===== src/sv/ssm_pkg.sv =====
`timescale 1ns / 1ps

package ssm_pkg;

  localparam int unsigned STATUS_W = 11;
  localparam int unsigned CFG_W    = 4;
  localparam int unsigned DBC_W    = 5;
  localparam int unsigned STREAK_W = 4;

  localparam logic [CFG_W-1:0]    DEBOUNCE_LIMIT_RST = 4'd10;
  localparam logic [CFG_W-1:0]    ERROR_PERSIST_RST  = 4'd2;
  localparam logic [STREAK_W-1:0] STREAK_MAX         = 4'd15;

  // Status / pass bit positions
  localparam int unsigned BIT_SWITCH   = 10;
  localparam int unsigned BIT_TEMP     = 9;
  localparam int unsigned BIT_HW_TO    = 8;
  localparam int unsigned BIT_HW_EN    = 7;
  localparam int unsigned BIT_THERAPY  = 6;
  localparam int unsigned BIT_START    = 5;
  localparam int unsigned BIT_SRC_OK   = 4;
  localparam int unsigned BIT_HW_ERR   = 3;
  localparam int unsigned BIT_CUR_HIGH = 2;
  localparam int unsigned BIT_CUR_LOW  = 1;
  localparam int unsigned BIT_SW_TO    = 0;

  typedef enum logic {
    CFG_DEBOUNCE_LIMIT = 1'b0,
    CFG_ERROR_PERSIST  = 1'b1
  } cfg_idx_t;

  typedef struct packed {
    logic attach_switch;
    logic over_temp;
    logic hw_timeout;
    logic hw_enable;
    logic therapy_active;
    logic start_pin;
    logic source_fault_pin;
    logic hw_error;
    logic current_high;
    logic current_low;
    logic sw_timeout;
    logic led_expected_on;
  } sample_t;

  typedef struct packed {
    logic [DBC_W-1:0]    sw_settle_cnt;
    logic                stable_switch;
    logic [STREAK_W-1:0] error_streak;
  } mon_state_t;

  typedef struct packed {
    logic [CFG_W-1:0] debounce_limit;
    logic [CFG_W-1:0] error_persist;
  } mon_cfg_t;

  typedef struct packed {
    logic [STATUS_W-1:0] status_word;
    logic [STATUS_W-1:0] pass_flags;
    logic                overall_pass;
  } result_t;

endpackage


===== src/sv/ssm_eval.sv =====
`timescale 1ns / 1ps

module ssm_eval
  import ssm_pkg::*;
(
  input  sample_t    sample,
  input  mon_state_t state_cur,
  input  mon_cfg_t   cfg,
  output mon_state_t state_nxt,
  output result_t    result
);

  logic [DBC_W-1:0]    dbc_inc;
  logic [STATUS_W-1:0] st;
  logic [STATUS_W-1:0] pass;
  logic [STATUS_W-1:0] req_mask;

  assign dbc_inc = state_cur.sw_settle_cnt + DBC_W'(1);

  // switch debounce and hw error streak
  always_comb begin
    state_nxt = state_cur;
    if (state_cur.sw_settle_cnt == '0) begin
      state_nxt.stable_switch = sample.attach_switch;
      state_nxt.sw_settle_cnt = DBC_W'(1);
    end else if (state_cur.stable_switch != sample.attach_switch) begin
      if (dbc_inc > {1'b0, cfg.debounce_limit}) begin
        state_nxt.stable_switch = sample.attach_switch;
        state_nxt.sw_settle_cnt = DBC_W'(1);
      end else begin
        state_nxt.sw_settle_cnt = dbc_inc;
      end
    end else begin
      state_nxt.sw_settle_cnt = DBC_W'(1);
    end

    if (sample.hw_error) begin
      if (state_cur.error_streak != STREAK_MAX) begin
        state_nxt.error_streak = state_cur.error_streak + STREAK_W'(1);
      end
    end else begin
      state_nxt.error_streak = '0;
    end
  end

  always_comb begin
    st = '0;
    st[BIT_SWITCH]   = state_nxt.stable_switch;
    st[BIT_TEMP]     = sample.over_temp;
    st[BIT_HW_TO]    = sample.hw_timeout;
    st[BIT_HW_EN]    = sample.hw_enable;
    st[BIT_THERAPY]  = sample.therapy_active;
    st[BIT_START]    = sample.start_pin;
    st[BIT_SRC_OK]   = ~sample.source_fault_pin;
    st[BIT_HW_ERR]   = sample.hw_error;
    st[BIT_CUR_HIGH] = sample.current_high;
    st[BIT_CUR_LOW]  = sample.current_low;
    st[BIT_SW_TO]    = sample.sw_timeout;

    pass = ~st;
    pass[BIT_SWITCH]  = st[BIT_SWITCH];
    pass[BIT_HW_EN]   = st[BIT_HW_EN];
    pass[BIT_THERAPY] = ~st[BIT_THERAPY] | sample.led_expected_on;
    pass[BIT_START]   = 1'b1;
    // error hidden until the streak reaches the persistence count
    pass[BIT_HW_ERR]  = ~sample.hw_error |
                        (state_nxt.error_streak < cfg.error_persist);

    req_mask = '1;
    req_mask[BIT_THERAPY] = sample.led_expected_on;

    result.status_word  = st;
    result.pass_flags   = pass;
    result.overall_pass = ((pass & req_mask) == req_mask);
  end

endmodule


===== src/sv/safety_status_monitor.sv =====
`timescale 1ns / 1ps

// Safety status monitor. Each item is one periodic sample of eleven fault
// pins plus led_expected_on; each item yields exactly one result: an 11-bit
// status word (bit 10 debounced attach switch ... bit 0 sw timeout, bit 4 is
// the inverted source-fault pin), per-bit pass flags in the same positions,
// and an overall pass that checks the therapy bit only while the LED is
// expected on. The first sample after reset sets the switch as is; later a
// change is adopted once debounce_limit differing samples in a row have
// been seen. A hw_error fails only once it has been seen error_persist
// samples in a row (streak saturates at 15). Two register stages: the
// sample is captured in an input register, then evaluated and written to
// the result register. Throughput is one item per clock while out_stall is
// low; out_valid rises when the item moves on into the result register.
// The input side keeps taking items while a result is stalled as long as
// the input register is free. Config registers: index 0 debounce_limit
// (reset 10), index 1 error_persist (reset 2); write only while the block
// is idle.

module safety_status_monitor
  import ssm_pkg::*;
(
  input  logic                clk,
  input  logic                rst_n,

  input  logic                cfg_we,
  input  logic                cfg_index,
  input  logic [CFG_W-1:0]    cfg_wdata,

  input  logic                in_valid,
  output logic                in_stall,
  input  logic                in_attach_switch,
  input  logic                in_over_temp,
  input  logic                in_hw_timeout,
  input  logic                in_hw_enable,
  input  logic                in_therapy_active,
  input  logic                in_start_pin,
  input  logic                in_source_fault_pin,
  input  logic                in_hw_error,
  input  logic                in_current_high,
  input  logic                in_current_low,
  input  logic                in_sw_timeout,
  input  logic                in_led_expected_on,

  output logic                out_valid,
  input  logic                out_stall,
  output logic [STATUS_W-1:0] out_status_word,
  output logic [STATUS_W-1:0] out_pass_flags,
  output logic                out_overall_pass
);

  mon_cfg_t   cfg_r;
  mon_state_t state_r, state_nxt;
  sample_t    s1_sample_r;
  logic       s1_valid_r;
  logic       out_valid_r;
  result_t    res_r, res_nxt;
  logic       s1_move;   // input register hands its item to the evaluator
  logic       in_take;   // item accepted on the input channel

  // result register frees when empty or being drained
  assign s1_move  = s1_valid_r && (!out_valid_r || !out_stall);
  assign in_stall = s1_valid_r && !s1_move;
  assign in_take  = in_valid && !in_stall;

  // config registers
  always_ff @(posedge clk) begin
    if (!rst_n) begin
      cfg_r.debounce_limit <= DEBOUNCE_LIMIT_RST;
      cfg_r.error_persist  <= ERROR_PERSIST_RST;
    end else if (cfg_we) begin
      case (cfg_idx_t'(cfg_index))
        CFG_DEBOUNCE_LIMIT: cfg_r.debounce_limit <= cfg_wdata;
        CFG_ERROR_PERSIST:  cfg_r.error_persist  <= cfg_wdata;
        default: ;
      endcase
    end
  end

  // input register
  always_ff @(posedge clk) begin
    if (!rst_n) begin
      s1_valid_r <= 1'b0;
    end else if (in_take) begin
      s1_valid_r <= 1'b1;
    end else if (s1_move) begin
      s1_valid_r <= 1'b0;
    end
  end

  always_ff @(posedge clk) begin
    if (in_take) begin
      s1_sample_r <= '{
        attach_switch:    in_attach_switch,
        over_temp:        in_over_temp,
        hw_timeout:       in_hw_timeout,
        hw_enable:        in_hw_enable,
        therapy_active:   in_therapy_active,
        start_pin:        in_start_pin,
        source_fault_pin: in_source_fault_pin,
        hw_error:         in_hw_error,
        current_high:     in_current_high,
        current_low:      in_current_low,
        sw_timeout:       in_sw_timeout,
        led_expected_on:  in_led_expected_on
      };
    end
  end

  ssm_eval u_eval (
    .sample    (s1_sample_r),
    .state_cur (state_r),
    .cfg       (cfg_r),
    .state_nxt (state_nxt),
    .result    (res_nxt)
  );

  // monitor state advances exactly once per evaluated item
  always_ff @(posedge clk) begin
    if (!rst_n) begin
      state_r <= '0;
    end else if (s1_move) begin
      state_r <= state_nxt;
    end
  end

  // result register
  always_ff @(posedge clk) begin
    if (!rst_n) begin
      out_valid_r <= 1'b0;
    end else if (s1_move) begin
      out_valid_r <= 1'b1;
    end else if (!out_stall) begin
      out_valid_r <= 1'b0;
    end
  end

  always_ff @(posedge clk) begin
    if (s1_move) begin
      res_r <= res_nxt;
    end
  end

  assign out_valid        = out_valid_r;
  assign out_status_word  = res_r.status_word;
  assign out_pass_flags   = res_r.pass_flags;
  assign out_overall_pass = res_r.overall_pass;

endmodule


===== config.mk =====
export PLATFORM = sky130hd
export DESIGN_NAME = safety_status_monitor
export DESIGN_NICKNAME = d
export VERILOG_FILES = /design/src/sv/ssm_pkg.sv /design/src/sv/ssm_eval.sv /design/src/sv/safety_status_monitor.sv
export SDC_FILE = /design/constraint.sdc
export NUM_CORES = 1
export LEC_CHECK = 0
export BUFFER_PORTS_ARGS = -buffer_cell sky130_fd_sc_hd__buf_2
export CELL_PAD_IN_SITES_DETAIL_PLACEMENT = 0
export CELL_PAD_IN_SITES_GLOBAL_PLACEMENT = 1
export CORE_MARGIN = 4
export CORE_UTILIZATION = 25
export CTS_BUF_LIST = sky130_fd_sc_hd__clkbuf_8
export DETAILED_ROUTE_END_ITERATION = 10
export PLACE_DENSITY_LB_ADDON = 0.05
export SKIP_LAST_GASP = 1
export SYNTH_ARGS = -nofsm -noshare
export SYNTH_HDL_FRONTEND = slang
export SYNTH_HIERARCHICAL = 1
export SYNTH_SLANG_ARGS = --single-unit
export TNS_END_PERCENT = 50

===== constraint.sdc =====
create_clock -name clk -period 6.8 [get_ports clk]
set_input_delay 0.68 -clock clk [delete_from_list [all_inputs] [get_ports clk]]
set_output_delay 0.68 -clock clk [all_outputs]
set_load 0.1 [all_outputs]

Word-level counts from Yosys, hierarchy flattened
Index checks and enable logic that the tools add are counted.
- flip-flop bits (word level): 54
- output and inout port bits: 25
- word-level logic and storage cells: 61
- add/subtract/negate cells: 2
- order comparisons: 2
- eq/ne operators: 4
- mux-type cells: 11
- bitwise gates (word level): 8
- reduce and logical (&&, ||, !) cells: 12
- operators with widths (kind ; count):
    11-bit bitwise AND ; 1
    11-bit == test ; 1
    5-bit two-way mux ; 2
    10-bit NOT ; 1
    4-bit two-way mux ; 2
    1-bit two-way mux ; 6
    6-bit two-way mux ; 1
    5-bit by 1-bit adder with 5-bit output (second input constant) ; 1
    5-bit by 4-bit > comparator with 1-bit output ; 1
    5-bit zero test ; 1
    4-bit by 1-bit adder with 4-bit output (second input constant) ; 1
    1-bit zero test ; 4
    4-bit less-than comparator ; 1
    4-bit inequality test (second input constant) ; 1
    1-bit NOT ; 4
    2-bit AND reduction ; 2
    1-bit logical AND ; 3
    2-bit by 1-bit inequality test with 1-bit output (second input constant) ; 1
    1-bit bitwise OR ; 2
    2-bit nonzero test ; 1
    1-bit logical OR ; 1
    1-bit inequality test ; 1

Longest topological paths before layout
Gate-level depths: netlist of the first run.
- depth in word-level cells: 8
- mapped depth: 11

Cells and area by module
The synthesis of the first run kept the hierarchy.
- by module, submodules not included (module ; times used ; cells an instance ; area each (um2)):
    safety_status_monitor ; 1 ; 119 ; 1799.2
    ssm_eval ; 1 ; 87 ; 601.8

Worst setup path after synthesis of the first run
No wires, ideal clock.
- kind: register to register
- from: register out_valid_r, in the netlist out_valid
- to: register s1_sample_r[0] (netlist name), enable pin
- setup time: 0.358 ns
- data arrival time: 2.336 ns
- data required time: 6.442 ns
- slack: 4.106 ns
- stages on the path, launching flop included: 3
- path buffers: 0
- cell sequence: dfxtp_1 and3_1 nor2b_1
- longest elaborated chain between the ends: 7
- RTL lines (element ; RTL line ; RTL):
    start: declaration ; safety_status_monitor.sv:56 ; logic out_valid_r;
    start signal: assignment ; safety_status_monitor.sv:130 ; out_valid_r <= 1'b0;
    start signal: assignment ; safety_status_monitor.sv:132 ; out_valid_r <= 1'b1;
    start signal: assignment ; safety_status_monitor.sv:134 ; out_valid_r <= 1'b0;
    1-bit zero test ; safety_status_monitor.sv:62 ; assign s1_move = s1_valid_r && (!out_valid_r || !out_stall);
    1-bit logical OR ; safety_status_monitor.sv:62 ;
    1-bit logical AND ; safety_status_monitor.sv:62 ;
    1-bit zero test ; safety_status_monitor.sv:63 ; assign in_stall = s1_valid_r && !s1_move;
    1-bit logical AND ; safety_status_monitor.sv:63 ;
    named net in_stall ; safety_status_monitor.sv:31 ; output logic in_stall,
    1-bit zero test ; safety_status_monitor.sv:64 ; assign in_take = in_valid && !in_stall;
    1-bit logical AND ; safety_status_monitor.sv:64 ;
    named net in_take ; safety_status_monitor.sv:59 ; logic in_take;
    end signal: assignment ; safety_status_monitor.sv:93 ; s1_sample_r <= '{
    end: declaration ; safety_status_monitor.sv:54 ; sample_t s1_sample_r;
The timed path passes the listed nets, and every way through them passes these cells.
A chain may end at the register's enable or synchronous reset.

==> impl_results.md, run 1 <==
- Run status: finished, final reports clean
- Yosys cell types: just over 40
- Vias/cell: a little under 4
- Worst Skew: ~6 ps
- Register area share after synthesis: around three fifths
- Synth Area per Inst: approximately 12 sq um
- Synth warnings: 6
- CP required: 6980 ps
- Hold_buf cts: 0
- N_diodes: 0
- Leakage: 1.116 nW
- Post-route DRC: 0
- Initial antenna violation count: 0
- Max Clk Rate: roughly 0.44 GHz
- CP arrival: between 2000 and 2500 ps
- Final wirelength: 4589 um
- First-pass GRT wire length: between 7000 and 8000 um
- DRT iter0 DRCs: 46
- Full die area: around 11,000 sq um
- Width of the die: ~110 um
- Area grow syn2layout: 15.79%
- Initial Utilization: 25.86%
- GRT Total Usage: around 8.5%
- Setup_tns: 0 ps
- Largest net degree at the start of global routing: between 40 and 50
- Vias in the first global route: 1,512
- DRT antenna net count: 0
- Slew Viols, Final: 0
- Share of layout cells above drive strength 1: 25.31%
- Worst-Margin Slew: 558.1 ps
- Clock slew at reported path FFs: approximately 100 ps
- CTS root buf: clkbuf_8
- Post-CTS Setup Bufs: 0
- Port Buf Inserts: 46
- RD Place Congestion: ~0.65
- Fin crit share: 33.38%
- Critical Path Source Type: flop
- Core Area: a little over 9000 sq um
- H-tree levels: 2
- WS Path Type: reg2reg
- TritonCTS Sinks: 55
- RSZ-0062 raised after global routing: false
- Final setup fails: 0
- Worst hold-check path type: reg2reg
- Crit Path Max Fanout: 6
- Total Nets Final: 272
- CTS max path bufs: 2
- Worst skew pair latency: slightly above 300 ps
- CTS Buf Count: 5
- Pwr dens: around 250 nW/um^2
- Pre-antenna DRT Iters: 4
- CP endpoint kind: flop
- Max-cap violation count: 0
- #FFs+latches synth: 55
- FP Rows: 35
- Synthesized cell area: around 2400 sq um
- Post-Synthesis Cells: approximately 210
- Boundary pin count: 47
- Die Y: roughly 110 um
- Final hold vios: 0
- Syn Nets: ~240
- Post-layout utilization of the core: about 30%
- Worst VDD drop: 88.92 uV
- Grt total ovfl: 0
- CTS resizes: 0
- Fill cells: just under 1,000
- Drt wl/cell: 12.40 um
- Minimum clock period: approximately 2300 ps
- Slew headroom: 62.79%
- Vias: ~1,500
- Detailed placer's ending HPWL: between 3000 and 4000 um
- CTS tree: done
## cells in the mapped netlist, drive strengths merged
cell | count | share of area, %
nand2 | 20 | 3.1
edfxtp | 35 | 44
o211ai | 1 | 0.31
xnor2 | 2 | 0.73
and2 | 3 | 0.78
a211oi | 2 | 0.63
clkbuf | 3 | 0.47
nand4 | 1 | 0.26
nor3b | 1 | 0.52
inv | 18 | 2.8
nand3 | 18 | 4.0
o211a | 1 | 0.42
a21oi | 5 | 1.0
nor4 | 1 | 0.26
and4 | 1 | 0.36
a31oi | 1 | 0.26
a21o | 1 | 0.31
nor2b | 6 | 1.7
o21ai | 14 | 3.1
and4b | 1 | 0.42
xor2 | 1 | 0.36
a21boi | 4 | 1.4
dfxtp | 20 | 17
or2 | 1 | 0.26
buf | 18 | 5.6
mux2i | 6 | 2.5
nand2b | 2 | 0.52
nor3 | 2 | 0.63
o21a | 3 | 0.94
conb | 2 | 0.31
ha | 10 | 5.2
nor2 | 1 | 0.16
and3 | 1 | 0.26
## cell families (layout without fill, tap and decap cells)
family	Yosys count	count (layout)	synth area share (%)
adders and majority gates	10	10	5.211
other	2	2	0.3128
AOI/OAI and AO/OA	32	32	8.390
xor gates and xnor gates	3	3	1.095
and+or+nand+nor	59	59	13.18
muxes	6	6	2.501
DFF	55	55	60.45
buffers and inverters	39	74	8.859
## critical path, cell delays in order, from the launching register on
cell and delay [ps]:
dfxtp_1 430, ha_1 240, xor2_1 230, ha_1 280
and4_1 150, a21oi_1 290, nor3b_2 100, or2_1 270
nand3_1 70, o21ai_0 90
## state kept, by name (all words and copies together), names as in the netlist
register,flops
out_pass_flags,11
s1_valid_r,1
cfg_r,8
out_valid,1
state_r,10
s1_sample_r,12
out_overall_pass,1
out_status_word,11
## where the power goes
part | switching, mW | total (mW) | leakage [nW] | internal, mW
clock network | 0.113 | 0.222 | 0.0556 | 0.109
registers | 0.00730 | 0.379 | 0.493 | 0.372
logic | 0.0725 | 0.0925 | 0.568 | 0.0200
total | 0.193 | 0.694 | 1.12 | 0.500
## through the flow
step           total power, mW  std cells  area [sq um]  hold slack (ps)  worst slack, ps
2_1_floorplan           0.4646        206          2401            440.8             4106
3_3_place_gp            0.4815        362          2670            403.2             4526
3_5_place_dp            0.4808        362          2670            407.0             4523
4_1_cts                 0.7078        370          2780            433.4             4496
5_1_grt                 0.7273        370          2780            445.1             4326
6_report                0.6937        370          2780            430.0             4530
## routing by layer
layer	global-route usage [%]	wire, um
met4	2.775	44
met3	2.368	245
met2	13.07	1932
met5	0	0
met1	11.68	2366
## layout make-up
cell class | instances | area, sq um | share of cell area [%]
inverter | 18 | 67.56 | 2.430
tap | 129 | 161.4 | 5.806
multi-input combinational | 112 | 744.5 | 26.78
clock inverter | 3 | 41.29 | 1.485
clock buffer | 5 | 68.82 | 2.475
sequential | 55 | 1451 | 52.21
timing repair buffer | 48 | 245.2 | 8.821
## cells in the final DEF, fill, tap and decap left out, drive strengths merged, types with 2 or more instances in the layout
cell type   n
buf        48
edfxtp     35
nand2      20
dfxtp      20
inv        19
nand3      18
o21ai      14
ha         10
mux2i       6
nor2b       6
a21oi       5
clkbuf      5
a21boi      4
o21a        3
and2        3
xnor2       2
nand2b      2
a211oi      2
conb        2
nor3        2
## worst paths after layout
check / cells after the start / from / to / slack [ps]
setup / recovery: 9 / state_r[5]$_SDFFE_PN0P_ / state_r[4]$_SDFFE_PN0P_ / 4530
hold / removal: 0 / s1_sample_r[6]$_DFFE_PP_ / out_status_word[5]$_DFFE_PP_ / 430
setup reg to reg: 9 / state_r[5]$_SDFFE_PN0P_ / state_r[4]$_SDFFE_PN0P_ / 4530
hold reg to reg: 0 / s1_sample_r[6]$_DFFE_PP_ / out_status_word[5]$_DFFE_PP_ / 430
(Power assumes the default switching activity.)
==> run 2: changes to the inputs <==
==> constraint.sdc (replaced) <==
create_clock -name clk -period 2.01 [get_ports clk]
set_input_delay 0.201 -clock clk [delete_from_list [all_inputs] [get_ports clk]]
set_output_delay 0.201 -clock clk [all_outputs]
set_load 0.1 [all_outputs]
==> impl_results.md, run 2 (synthesized netlist as in run 1, its figures left out) <==
- RSZ-0062 raised after global routing: true
- Final wirelength: 4691 um (+2.2%)
- Sequential share of power: 57.4% (+2.8 points)
- Worst VDD drop: 265.8 uV (+200%)
- Critical Path Source Type: flop
- Largest register FFs: 12 (unchanged)
- Post-route DRC: 0 (unchanged)
- Commonest non-fill, non-tap cell in the layout: buf_2
- Slew headroom: 63.89% (+1.1 points)
- CP endpoint kind: flop
- Vias in the first global route: 1,461 (-3.4%)
- Dpl ws: -192.1 ps (-4715 ps)
- Switching pwr: 648.9 uW (+240%)
- Power share of the combinational group: 14.9% (+1.6 points)
- Clock share of power: 27.7% (-4.3 points)
- CTS tree: done
- Most frequent cells in the layout: buf_2 (46), edfxtp_1 (35), nand2_1 (20)
- Total Nets Final: 283 (+4.0%)
- Crit Path Max Fanout: 3 (-3)
- Final instance area: 2998 sq um (+7.8%)
- First-pass GRT wire length: 7831 um (+3.8%)
- DRT antenna net count: 0 (unchanged)
- Reg2Reg Depth: 10 (+1)
- Area after DPL: 2725 sq um (+2.1%)
- Worst hold-check path type: in2reg
- CP arrival: 2210 ps (-240 ps)
- Worst skew pair latency: 310 ps (about the same)
- Max-cap violation count: 0 (unchanged)
- GRT busiest layer: met2
- Failing checks: negative setup slack
- Hold_ws: 59.90 ps (-370.1 ps)
- WHS Path Cells: 1 (+1)
- TritonCTS Sinks: 55 (unchanged)
- Grt total ovfl: 0 (unchanged)
- Clock slew at reported path FFs: 100 ps (about the same)
- GRT Total Usage: 8.921% (+0.38 points)
- Final Power: 2.235 mW (+220%)
- Full die area: 11,240 sq um (unchanged)
- Fin crit share: 100.7% (+67 points)
- Leakage: 1.177 nW (+5.5%)
- Post-Place Cells: 369 (+1.9%)
- Global Route met3 Usage: 2.672% (+0.30 points)
- Final WS setup: -13.21 ps (-4543 ps)
- WS Path Type: reg2reg
- M2 GR Usage: 13.07% (unchanged)
- CTS root buf: clkbuf_8
- Share of layout cells above drive strength 1: 36.90% (+12 points)
- N_diodes: 0 (unchanged)
- Largest net degree at the start of global routing: 44 (unchanged)
- DRT iter0 DRCs: 32 (-30%)
- Worst-Margin Slew: 541.7 ps (-16.45 ps)
- Internal Pwr Total: 1.586 mW (+220%)
- Max Clk Rate: 0.4943 GHz (+12%)
- CP required: 2200 ps (-4780 ps)
- CTS max path bufs: 2 (unchanged)
- Run status: finished with violations
- Vias: 1,515 (+4.2%)
- Switching power share of the total: 29.03% (+1.2 points)
- Port Buf Inserts: 46 (unchanged)
- Die Y: 106 um (unchanged)
- Fill cells: 974 (-1.0%)
- Final setup fails: 3 (+3)
- R2r setup slk: -10 ps (-4540 ps)
- CTS Buf Count: 5 (unchanged)
- RD Place Congestion: 0.6491 (-0.11%)
- Finished Layout Cells: 381 (+3.0%)
- Final hold vios: 0 (unchanged)
- Width of the die: 106 um (unchanged)
- Pwr dens: 745.6 nW/um^2 (+200%)
- Boundary pin count: 47 (unchanged)
- Pre-antenna DRT Iters: 4 (unchanged)
- Initial antenna violation count: 0 (unchanged)
- Slew Viols, Final: 0 (unchanged)
- Post-layout utilization of the core: 32.29% (+2.3 points)
- Initial Utilization: 25.86% (unchanged)
- Minimum clock period: 2023 ps (-246.9 ps)
- Detailed placer's ending HPWL: 3287 um (+5.4%)
- Vias/cell: 3.976 (+1.2%)
- Met1 Usage GRT: 12.38% (+0.70 points)
- FP Rows: 35 (unchanged)
- Setup_tns: -29.73 ps (-29.73 ps)
- Drt wl/cell: 12.31 um (-0.73%)
- Biggest register: s1_sample_r
- H-tree levels: 2 (unchanged)
- Area grow syn2layout: 24.86%
- Worst Skew: 4.653 ps (-1.317 ps)
- Core Area: 9284 sq um (unchanged)
-- run 2: worst paths after layout --
path,from,end
min,in_attach_switch,s1_sample_r[11]$_DFFE_PP_
max reg2reg,state_r[5]$_SDFFE_PN0P_,state_r[4]$_SDFFE_PN0P_
max,state_r[5]$_SDFFE_PN0P_,state_r[4]$_SDFFE_PN0P_
min reg2reg,s1_sample_r[6]$_DFFE_PP_,out_status_word[5]$_DFFE_PP_
-- run 2: what timing repair did --
action / in CTS / in global routing
gates resized for setup: 16 / 11
gates cloned: 0 / 0
hold buffers: 0 / 0
buffers inserted: 3 / 1
pin swaps: 10 / 5
setup endpoints to repair: 8 / 8
-- run 2: layout make-up --
type                       instances  area, sq um  share of cell area (%)
inverter                          18        67.56                   2.254
timing repair buffer              59        331.6                   11.06
sequential                        55         1458                   48.62
clock buffer                       5        68.82                   2.295
tap                              129        161.4                   5.384
clock inverter                     3        21.27                  0.7095
multi-input combinational        112        889.6                   29.67
-- run 2: worst max-delay path: stages, from the launching register on --
cell,delay (ps)
dfxtp_4,380
inv_2,40
ha_4,280
ha_4,200
nor2b_4,120
o211ai_1,200
a21oi_2,110
o21a_1,190
or2_1,250
nand3_1,70
o21ai_1,60
-- run 2: per-layer routing --
metal	vias to the layer above	part of all wire [%]
li1	787	-
met4	0	1.4
met2	40	42
met1	680	51
met5	-	0
met3	8	5.6
-- run 2: power by group through the flow --
stage / Clock [mW] / Combinational, mW / Sequential (mW)
finish: 0.618 / 0.334 / 1.28
global route: 0.717 / 0.360 / 1.29
CTS: 0.667 / 0.332 / 1.28
detailed placement: 0 / 0.321 / 1.31
global placement: 0 / 0.324 / 1.31
floorplan: 0 / 0.110 / 1.46
